**src/rtl/lie_pkg.sv**
```systemverilog
// Shared types, constants and codes for the Lagrange interpolation evaluator.
package lie_pkg;

  localparam int DEF_MAX_POINTS = 64;

  localparam int COORD_W  = 10;
  localparam int FRAC_W   = 16;
  localparam int VAL_W    = 48;
  localparam int NUM_W    = COORD_W + 1;
  localparam int PROD_W   = VAL_W + COORD_W;
  localparam int DIV_BITS = 4;
  localparam int DIVD_W   = 60;
  localparam int DIV_STEPS = DIVD_W / DIV_BITS;

  localparam int OPC_W    = 2;
  localparam int STATUS_W = 3;
  localparam int COUNT_W  = 7;

  localparam logic [OPC_W-1:0] OP_ADD   = 2'd0;
  localparam logic [OPC_W-1:0] OP_EVAL  = 2'd1;
  localparam logic [OPC_W-1:0] OP_CLEAR = 2'd2;
  localparam logic [OPC_W-1:0] OP_NOP   = 2'd3;

  localparam logic [STATUS_W-1:0] ST_OK    = 3'd0;
  localparam logic [STATUS_W-1:0] ST_EMPTY = 3'd1;
  localparam logic [STATUS_W-1:0] ST_DUP   = 3'd2;
  localparam logic [STATUS_W-1:0] ST_SAT   = 3'd3;
  localparam logic [STATUS_W-1:0] ST_FULL  = 3'd4;

  localparam logic signed [VAL_W-1:0] VAL_MAX = 48'sh7FFF_FFFF_FFFF;
  localparam logic signed [VAL_W-1:0] VAL_MIN = 48'sh8000_0000_0000;
  localparam logic [DIVD_W-1:0] QUOT_LIM = 60'h0000_8000_0000_0000;

  typedef struct packed {
    logic [COORD_W-1:0] x;
    logic [COORD_W-1:0] y;
  } point_t;

  typedef struct packed {
    logic              done;
    logic [DIVD_W-1:0] quot;
  } div_res_t;

endpackage

```
**src/rtl/lie_store.sv**
```systemverilog
// Point memory: one write port, two registered read ports.
module lie_store #(
  parameter int MAX_POINTS = lie_pkg::DEF_MAX_POINTS,
  parameter int IDX_W = $clog2(MAX_POINTS)
) (
  input  logic                clk_i,
  input  logic                we_i,
  input  logic [IDX_W-1:0]    waddr_i,
  input  lie_pkg::point_t     wdata_i,
  input  logic [IDX_W-1:0]    raddr_a_i,
  input  logic [IDX_W-1:0]    raddr_b_i,
  output lie_pkg::point_t     rdata_a_o,
  output lie_pkg::point_t     rdata_b_o
);

  lie_pkg::point_t mem_q [MAX_POINTS];
  lie_pkg::point_t rd_a_q;
  lie_pkg::point_t rd_b_q;

  always_ff @(posedge clk_i) begin
    if (we_i) begin
      mem_q[waddr_i] <= wdata_i;
    end
    rd_a_q <= mem_q[raddr_a_i];
    rd_b_q <= mem_q[raddr_b_i];
  end

  assign rdata_a_o = rd_a_q;
  assign rdata_b_o = rd_b_q;

endmodule

```
**src/rtl/lie_div.sv**
```systemverilog
// Unsigned radix-16 restoring divider, four quotient bits per cycle.
module lie_div (
  input  logic                           clk_i,
  input  logic                           rst_ni,
  input  logic                           start_i,
  input  logic [lie_pkg::DIVD_W-1:0]     dividend_i,
  input  logic [lie_pkg::COORD_W-1:0]    divisor_i,
  output lie_pkg::div_res_t              res_o
);

  localparam int DW  = lie_pkg::DIVD_W;
  localparam int CW  = lie_pkg::COORD_W;
  localparam int SCW = $clog2(lie_pkg::DIV_STEPS + 1);

  logic [DW-1:0]  quot_q, quot_d;
  logic [CW-1:0]  rem_q, rem_d;
  logic [SCW-1:0] cnt_q;
  logic           run_q;
  logic [CW:0]    trial;

  always_comb begin
    rem_d  = rem_q;
    quot_d = quot_q;
    trial  = '0;
    for (int i = 0; i < lie_pkg::DIV_BITS; i++) begin
      trial  = {rem_d, quot_d[DW-1]};
      quot_d = {quot_d[DW-2:0], 1'b0};
      if (trial >= {1'b0, divisor_i}) begin
        trial     = trial - {1'b0, divisor_i};
        quot_d[0] = 1'b1;
      end
      rem_d = trial[CW-1:0];
    end
  end

  always_ff @(posedge clk_i or negedge rst_ni) begin
    if (!rst_ni) begin
      cnt_q <= '0;
      run_q <= 1'b0;
    end else if (start_i) begin
      cnt_q <= SCW'(lie_pkg::DIV_STEPS);
      run_q <= 1'b1;
    end else if (cnt_q != '0) begin
      cnt_q <= cnt_q - 1'b1;
    end else begin
      run_q <= 1'b0;
    end
  end

  always_ff @(posedge clk_i) begin
    if (start_i) begin
      quot_q <= dividend_i;
      rem_q  <= '0;
    end else if (cnt_q != '0) begin
      quot_q <= quot_d;
      rem_q  <= rem_d;
    end
  end

  assign res_o.done = run_q && (cnt_q == '0);
  assign res_o.quot = quot_q;

endmodule

```
**src/rtl/lagrange_interpolation_eval.sv**
```systemverilog
// Top level of the Lagrange interpolation evaluator.
// Holds up to MAX_POINTS (x, y) points in a dual-read memory and answers one
// opcode per transfer: add, evaluate, clear or no operation, with one result
// each. In an evaluate, each ordered point pair needs a memory read, one
// 48x10 multiply and a 60-bit divide in a shared divider that yields four
// quotient bits per cycle; the pair loop is the limit. A duplicate x ends
// the evaluate at the first equal pair found. The next item is taken as
// soon as the previous result sits in the output register. No clearing
// pass follows reset.
module lagrange_interpolation_eval #(
  parameter int MAX_POINTS = lie_pkg::DEF_MAX_POINTS
) (
  input  logic                                clk_i,
  input  logic                                rst_ni,
  input  logic                                in_valid_i,
  output logic                                in_stall_o,
  input  logic [lie_pkg::OPC_W-1:0]           opcode_i,
  input  logic [lie_pkg::COORD_W-1:0]         point_x_i,
  input  logic [lie_pkg::COORD_W-1:0]         point_y_i,
  input  logic [lie_pkg::COORD_W-1:0]         query_x_i,
  output logic                                out_valid_o,
  input  logic                                out_stall_i,
  output logic signed [lie_pkg::VAL_W-1:0]    interp_value_o,
  output logic [lie_pkg::STATUS_W-1:0]        status_o,
  output logic [lie_pkg::COUNT_W-1:0]         stored_count_o
);

  localparam int IDX_W = $clog2(MAX_POINTS);
  localparam int CNT_W = $clog2(MAX_POINTS + 1);
  localparam int VW    = lie_pkg::VAL_W;
  localparam int CW    = lie_pkg::COORD_W;
  localparam int PW    = lie_pkg::PROD_W;
  localparam int DW    = lie_pkg::DIVD_W;
  localparam int FW    = lie_pkg::FRAC_W;

  typedef enum logic [7:0] {
    S_IDLE   = 8'b0000_0001,
    S_WLD    = 8'b0000_0010,
    S_WINIT  = 8'b0000_0100,
    S_VRD    = 8'b0000_1000,
    S_VCHK   = 8'b0001_0000,
    S_DSTART = 8'b0010_0000,
    S_DWAIT  = 8'b0100_0000,
    S_FIN    = 8'b1000_0000
  } state_e;

  state_e state_q, state_d;

  logic [CNT_W-1:0]              count_q, count_d;
  logic [CNT_W-1:0]              w_q, w_d;
  logic [CNT_W-1:0]              v_q, v_d;
  logic [CW-1:0]                 qx_q, qx_d;
  logic [CW-1:0]                 xw_q, xw_d;
  logic signed [VW-1:0]          term_q, term_d;
  logic signed [VW-1:0]          sum_q, sum_d;
  logic                          sat_q, sat_d;
  logic [PW-1:0]                 prod_q, prod_d;
  logic                          neg_q, neg_d;
  logic [CW-1:0]                 dsor_q, dsor_d;
  logic signed [VW-1:0]          res_value_q, res_value_d;
  logic [lie_pkg::STATUS_W-1:0]  res_status_q, res_status_d;
  logic                          out_valid_q, out_valid_d;
  logic signed [VW-1:0]          out_value_q, out_value_d;
  logic [lie_pkg::STATUS_W-1:0]  out_status_q, out_status_d;
  logic [lie_pkg::COUNT_W-1:0]   out_count_q, out_count_d;

  logic                          in_xfer;
  logic                          out_free;
  logic                          mem_we;
  lie_pkg::point_t               wdata;
  lie_pkg::point_t               rd_a;
  lie_pkg::point_t               rd_b;
  lie_pkg::div_res_t             div_res;

  logic signed [lie_pkg::NUM_W-1:0] num_s;
  logic signed [lie_pkg::NUM_W-1:0] den_s;
  logic [CW-1:0]                 num_mag;
  logic [CW-1:0]                 den_mag;
  logic [VW-1:0]                 term_mag;
  logic signed [VW:0]            sum_ext;
  logic signed [VW-1:0]          sum_clamp;
  logic                          sum_ovf;
  logic signed [VW-1:0]          quo_clamp;
  logic                          quo_ovf;

  assign in_stall_o = (state_q != S_IDLE);
  assign in_xfer    = in_valid_i && !in_stall_o;
  assign out_free   = !out_valid_q || !out_stall_i;
  assign mem_we     = in_xfer && (opcode_i == lie_pkg::OP_ADD) &&
                      (count_q < CNT_W'(MAX_POINTS));
  assign wdata.x    = point_x_i;
  assign wdata.y    = point_y_i;

  lie_store #(
    .MAX_POINTS (MAX_POINTS),
    .IDX_W      (IDX_W)
  ) u_store (
    .clk_i     (clk_i),
    .we_i      (mem_we),
    .waddr_i   (count_q[IDX_W-1:0]),
    .wdata_i   (wdata),
    .raddr_a_i (w_q[IDX_W-1:0]),
    .raddr_b_i (v_q[IDX_W-1:0]),
    .rdata_a_o (rd_a),
    .rdata_b_o (rd_b)
  );

  lie_div u_div (
    .clk_i      (clk_i),
    .rst_ni     (rst_ni),
    .start_i    (state_q == S_DSTART),
    .dividend_i (DW'(prod_q)),
    .divisor_i  (dsor_q),
    .res_o      (div_res)
  );

  assign num_s    = signed'({1'b0, qx_q}) - signed'({1'b0, rd_b.x});
  assign den_s    = signed'({1'b0, xw_q}) - signed'({1'b0, rd_b.x});
  assign num_mag  = num_s[CW] ? CW'(-num_s) : num_s[CW-1:0];
  assign den_mag  = den_s[CW] ? CW'(-den_s) : den_s[CW-1:0];
  assign term_mag = term_q[VW-1] ? VW'(-term_q) : VW'(term_q);

  assign sum_ext   = {sum_q[VW-1], sum_q} + {term_q[VW-1], term_q};
  assign sum_ovf   = (sum_ext[VW] != sum_ext[VW-1]);
  assign sum_clamp = !sum_ovf ? sum_ext[VW-1:0] :
                     (sum_ext[VW] ? lie_pkg::VAL_MIN : lie_pkg::VAL_MAX);

  always_comb begin
    if (neg_q) begin
      quo_ovf   = (div_res.quot > lie_pkg::QUOT_LIM);
      quo_clamp = quo_ovf ? lie_pkg::VAL_MIN : VW'(-div_res.quot[VW-1:0]);
    end else begin
      quo_ovf   = (div_res.quot >= lie_pkg::QUOT_LIM);
      quo_clamp = quo_ovf ? lie_pkg::VAL_MAX : signed'(div_res.quot[VW-1:0]);
    end
  end

  always_comb begin
    state_d      = state_q;
    count_d      = count_q;
    w_d          = w_q;
    v_d          = v_q;
    qx_d         = qx_q;
    xw_d         = xw_q;
    term_d       = term_q;
    sum_d        = sum_q;
    sat_d        = sat_q;
    prod_d       = prod_q;
    neg_d        = neg_q;
    dsor_d       = dsor_q;
    res_value_d  = res_value_q;
    res_status_d = res_status_q;
    out_valid_d  = out_valid_q && out_stall_i;
    out_value_d  = out_value_q;
    out_status_d = out_status_q;
    out_count_d  = out_count_q;

    unique case (state_q)
      S_IDLE: begin
        if (in_xfer) begin
          res_value_d  = '0;
          res_status_d = lie_pkg::ST_OK;
          state_d      = S_FIN;
          unique case (opcode_i)
            lie_pkg::OP_ADD: begin
              if (mem_we) begin
                count_d = count_q + 1'b1;
              end else begin
                res_status_d = lie_pkg::ST_FULL;
              end
            end
            lie_pkg::OP_EVAL: begin
              if (count_q == '0) begin
                res_status_d = lie_pkg::ST_EMPTY;
              end else begin
                qx_d    = query_x_i;
                w_d     = '0;
                sum_d   = '0;
                sat_d   = 1'b0;
                state_d = S_WLD;
              end
            end
            lie_pkg::OP_CLEAR: begin
              count_d = '0;
            end
            lie_pkg::OP_NOP: begin
              count_d = count_q;
            end
            default: begin
              count_d = count_q;
            end
          endcase
        end
      end
      S_WLD: begin
        state_d = S_WINIT;
      end
      S_WINIT: begin
        term_d  = signed'({{(VW-CW-FW){1'b0}}, rd_a.y, {FW{1'b0}}});
        xw_d    = rd_a.x;
        v_d     = '0;
        state_d = S_VRD;
      end
      S_VRD: begin
        state_d = S_VCHK;
      end
      S_VCHK: begin
        if (v_q == count_q) begin
          sum_d = sum_clamp;
          sat_d = sat_q || sum_ovf;
          if (w_q + 1'b1 == count_q) begin
            res_value_d  = sum_clamp;
            res_status_d = (sat_q || sum_ovf) ? lie_pkg::ST_SAT : lie_pkg::ST_OK;
            state_d      = S_FIN;
          end else begin
            w_d     = w_q + 1'b1;
            state_d = S_WLD;
          end
        end else if (v_q == w_q) begin
          v_d     = v_q + 1'b1;
          state_d = S_VRD;
        end else if (rd_b.x == xw_q) begin
          res_value_d  = '0;
          res_status_d = lie_pkg::ST_DUP;
          state_d      = S_FIN;
        end else begin
          prod_d  = PW'(term_mag) * PW'(num_mag);
          neg_d   = term_q[VW-1] ^ num_s[CW] ^ den_s[CW];
          dsor_d  = den_mag;
          state_d = S_DSTART;
        end
      end
      S_DSTART: begin
        state_d = S_DWAIT;
      end
      S_DWAIT: begin
        if (div_res.done) begin
          term_d  = quo_clamp;
          sat_d   = sat_q || quo_ovf;
          v_d     = v_q + 1'b1;
          state_d = S_VRD;
        end
      end
      S_FIN: begin
        if (out_free) begin
          out_valid_d  = 1'b1;
          out_value_d  = res_value_q;
          out_status_d = res_status_q;
          out_count_d  = lie_pkg::COUNT_W'(count_q);
          state_d      = S_IDLE;
        end
      end
      default: begin
        state_d = S_IDLE;
      end
    endcase
  end

  always_ff @(posedge clk_i or negedge rst_ni) begin
    if (!rst_ni) begin
      state_q     <= S_IDLE;
      count_q     <= '0;
      out_valid_q <= 1'b0;
    end else begin
      state_q     <= state_d;
      count_q     <= count_d;
      out_valid_q <= out_valid_d;
    end
  end

  always_ff @(posedge clk_i) begin
    w_q          <= w_d;
    v_q          <= v_d;
    qx_q         <= qx_d;
    xw_q         <= xw_d;
    term_q       <= term_d;
    sum_q        <= sum_d;
    sat_q        <= sat_d;
    prod_q       <= prod_d;
    neg_q        <= neg_d;
    dsor_q       <= dsor_d;
    res_value_q  <= res_value_d;
    res_status_q <= res_status_d;
    out_value_q  <= out_value_d;
    out_status_q <= out_status_d;
    out_count_q  <= out_count_d;
  end

  assign out_valid_o    = out_valid_q;
  assign interp_value_o = out_value_q;
  assign status_o       = out_status_q;
  assign stored_count_o = out_count_q;

endmodule

```
**config.mk**
```make
export PLATFORM = sky130hd
export DESIGN_NAME = lagrange_interpolation_eval
export DESIGN_NICKNAME = d
export VERILOG_FILES = /design/src/rtl/lie_pkg.sv /design/src/rtl/lie_store.sv /design/src/rtl/lie_div.sv /design/src/rtl/lagrange_interpolation_eval.sv
export SDC_FILE = /design/constraint.sdc
export NUM_CORES = 2
export LEC_CHECK = 0
export ABC_AREA = 1
export BUFFER_PORTS_ARGS = -buffer_cell sky130_fd_sc_hd__clkbuf_2
export CORE_ASPECT_RATIO = 1.1
export CORE_MARGIN = 2
export CORE_UTILIZATION = 40
export DETAILED_ROUTE_END_ITERATION = 10
export PLACE_DENSITY = 0.63
export SYNTH_ARGS = -nofsm -noshare
export SYNTH_HDL_FRONTEND = slang
export SYNTH_SLANG_ARGS = --single-unit
```
**constraint.sdc**
```tcl
create_clock -name clk_i -period 16.29 [get_ports clk_i]
set_input_delay 4.0725 -clock clk_i [delete_from_list [all_inputs] [get_ports clk_i]]
set_output_delay 4.0725 -clock clk_i [all_outputs]
set_load 0.005 [all_outputs]
```
==> impl_metrics.env <==
export IMPL_status="finished, final reports clean"
export IMPL_grt_first_pass_wirelength_mm=487.0
export IMPL_syn2layout_area_growth_pct=10.25
export IMPL_internal_power_w=0.01018
export IMPL_synth_edf_count=1647
export IMPL_cp_common_cell="inv_1"
export IMPL_antenna_left=0
export IMPL_max_stage_delay_ns=0.80
export IMPL_htreeDepth=4
export IMPL_vias=76600
export IMPL_grtUsageTotal_pct=26.43
export IMPL_rows=189
export IMPL_finClkSkew_ns=0.08899
export IMPL_wirelength_mm=332.4
export IMPL_synthCells=9823
export IMPL_gr_total_overflow=0
export IMPL_cts_tree="done"
export IMPL_final_common_cell="edfxtp_1"
export IMPL_p_leak_nw=39.50
export IMPL_fin_tns_setup_ns=0
export IMPL_io_buffers=95
export IMPL_ys_seq_elements=1710
export IMPL_drive_gt1_share_pct=7.152
export IMPL_crit_path_start_kind="flop"
export IMPL_clock_sinks=1710
export IMPL_p_clk_share_pct=23.5
export IMPL_synth_top_flop_cell="edfxtp_1"
export IMPL_utilization_pct=44.23
export IMPL_die_area_mm2=0.2452
export IMPL_ys_warn_count=0
export IMPL_drv_cap=0
export IMPL_hold_class="reg2reg"
export IMPL_drv_slew=0
export IMPL_ctsResizeCount=0
export IMPL_avgRoutedWirePerCell_um=25.54
export IMPL_initial_core_util_pct=40.12
export IMPL_netlist_area_mm2=0.09649
export IMPL_numCtsBuffers=184
export IMPL_crit_path_end_kind="flop"
export IMPL_antenna_found_initial=17
export IMPL_drtPass1Iterations=8
export IMPL_dieHeight_um=519.1
export IMPL_cts_hold_buf=0
export IMPL_power_frac_seq_pct=30.8
export IMPL_drc_errors=0
export IMPL_grt_start_max_net_pins=174
export IMPL_ys_types=71
export IMPL_clk_latency_ns=0.86
export IMPL_drt_iter0_markers=9805
export IMPL_worst_slew_pin_slew_ns=1.300
export IMPL_mostFrequentLayoutCells="1647 x edfxtp_1, 1567 x nor2_1, 1280 x o21ai_0"
export IMPL_first_global_vias=74880
export IMPL_clkTransAtPathRegs_ns=0.06
export IMPL_dpl_hpwl_mm=216.6
export IMPL_slew_headroom_pct=12.99
export IMPL_finalCriticalPeriod_ns=8.855
export IMPL_async_flop_share_pct=1.228
export IMPL_post_route_period_util_pct=54.36
export IMPL_cp_data_required_time_ns=16.86
export IMPL_ir_worst_vdd_mv=0.1895
export IMPL_avgViaCountPerCell=5.886
export IMPL_post_cts_buffers=0
export IMPL_rsz0062_at_grt="false"
export IMPL_arrival_ns=9.43
export IMPL_hold_viol=0
export IMPL_p_total_w=0.01778
export IMPL_setup_violations=0
export IMPL_place_gp_congestion=1.004
export IMPL_yosysSeqAreaShare_pct=52.68
export IMPL_syn_area_per_cell_um2=9.823
export IMPL_synth_nets=10440
export IMPL_critical_path_slowest_cell="inv_2"
export IMPL_combinationalPowerShare_pct=45.7
export IMPL_fillCellCount=22360
export IMPL_p_sw_w=0.007592
export IMPL_cellPowerDensity_mw_per_mm2=167.1
export IMPL_r2r_slack_ns=7.44
export IMPL_die_x_um=472.3
export IMPL_cts_max_path_buffers=3
export IMPL_fmax_mhz=112.9
export IMPL_boundaryPins=96
export IMPL_core_area_mm2=0.2405
export IMPL_layout_nets=10330
export IMPL_cts_root_buf="clkbuf_16"
export IMPL_crit_fanout=42
export IMPL_swShare_pct=42.71
export IMPL_path_class="reg2reg"
[layer usage]
layer,global-route usage [%],part of all wire [%],vias up
li1,-,-,33800
met1,34.00,38,37480
met2,41.62,46,4402
met3,5.071,9.8,896
met4,15.35,6.6,18
met5,0,0.038,-
[power by group through the flow]
stage / registers [W] / logic (W) / clock network, W
6_report: 0.00547 / 0.00813 / 0.00418
5_1_grt: 0.00549 / 0.00899 / 0.00439
4_1_cts: 0.00547 / 0.00805 / 0.00422
3_5_place_dp: 0.00556 / 0.00798 / 0
3_3_place_gp: 0.00555 / 0.00805 / 0
2_1_floorplan: 0.00548 / 0.00545 / 0
[cell type report]
class	count	area, um^2	area share (%)
sequential	1710	50830	47.78
multi-input combinational	6594	40270	37.86
clock buffer	229	4867	4.575
tap	3151	3943	3.706
inverter	990	3741	3.517
timing repair buffer	229	1582	1.487
clock inverter	106	1134	1.066
antenna	6	15.01	0.01411
[sequential cells by signal, indices dropped and copies added, names as in the netlist, 8 cells and up]
register	count
term_q	48
state_q	8
prod_q	58
u_store.rdata_b_o	10
res_value_q	48
sum_q	48
interp_value_o	48
u_store.rdata_a_o	20
xw_q	10
u_div.quot_q	60
u_store.mem_q	1280
u_div.rem_q	10
qx_q	10
dsor_q	10
[cell families after synthesis]
family,share of synthesized area [%]
AO/OA/AOI/OAI,14.72
XOR/XNOR,2.421
adder cells (fa/ha/maj),10.48
buffers and inverters,6.070
flip-flops,52.68
multiplexers,0.01037
AND/OR/NAND/NOR,13.62
[critical path: cells and delay by family, from the launching register on]
family	cells	cell delay, ns
buffers and inverters	10	1.38
XOR/XNOR	1	0.18
flip-flops	1	0.36
AND/OR/NAND/NOR	11	2.34
adder cells (fa/ha/maj)	8	3.45
AO/OA/AOI/OAI	4	0.85
[path summary, 6_finish.rpt]
| path | start | end | cells past startpoint |
|---|---|---|---|
| min in group asynchronous | rst_ni | state_q[7] | 1 |
| worst max-delay path | qx_q[0] | prod_q[55] | 34 |
| worst min-delay path | u_store.rdata_a_o[15] | xw_q[5] | 0 |
| worst max register to register | qx_q[0] | prod_q[55] | 34 |
| worst min register to register | u_store.rdata_a_o[15] | xw_q[5] | 0 |
| max in group asynchronous | rst_ni | count_q[1] | 1 |
[through the flow]
| step | cells | area (um^2) | setup slack (ns) | hold WS (ns) |
|---|---|---|---|---|
| floorplan | 9823 | 96490 | 7.688 | 0.3855 |
| global placement | 12670 | 100400 | 7.405 | 0.3890 |
| detailed placement | 12670 | 100400 | 7.510 | 0.3895 |
| CTS | 13010 | 106400 | 7.469 | 0.3838 |
| global route | 13010 | 106400 | 6.871 | 0.3851 |
| finish | 13020 | 106400 | 7.435 | 0.3831 |
[synthesized netlist by cell type, drive strengths merged, types with 3 or more instances]
cell	count	area, um^2
a22oi	3	22.52
ha	211	2640
nand4	59	369.1
nand3	271	1431
nor3b	6	45.04
a31oi	37	231.5
clkbuf	406	1524
o21ai	1309	6589
a21oi	542	2758
xnor2	66	585.6
o31ai	4	35.03
o32ai	19	166.4
nor4	33	219.0
dfxtp	42	840.8
nand2	1091	4133
clkinv	6	22.52
a21o	17	127.6
buf	123	616.8
o221ai	118	1033
o211ai	58	435.4
o2111ai	3	26.28
dfrtp	20	500.5
a21boi	14	105.1
o22ai	367	2296
or2	21	131.4
a311o	5	50.05
edfxtp	1647	49460
xor2	190	1750
nand3b	13	97.59
o21bai	22	165.2
nor3	61	346.6
a221oi	3	26.28
and3	4	25.02
fa	373	7467
inv	984	3694
o21a	9	68.82
nor2	1653	6330
Power figures use the tool's default switching activity.
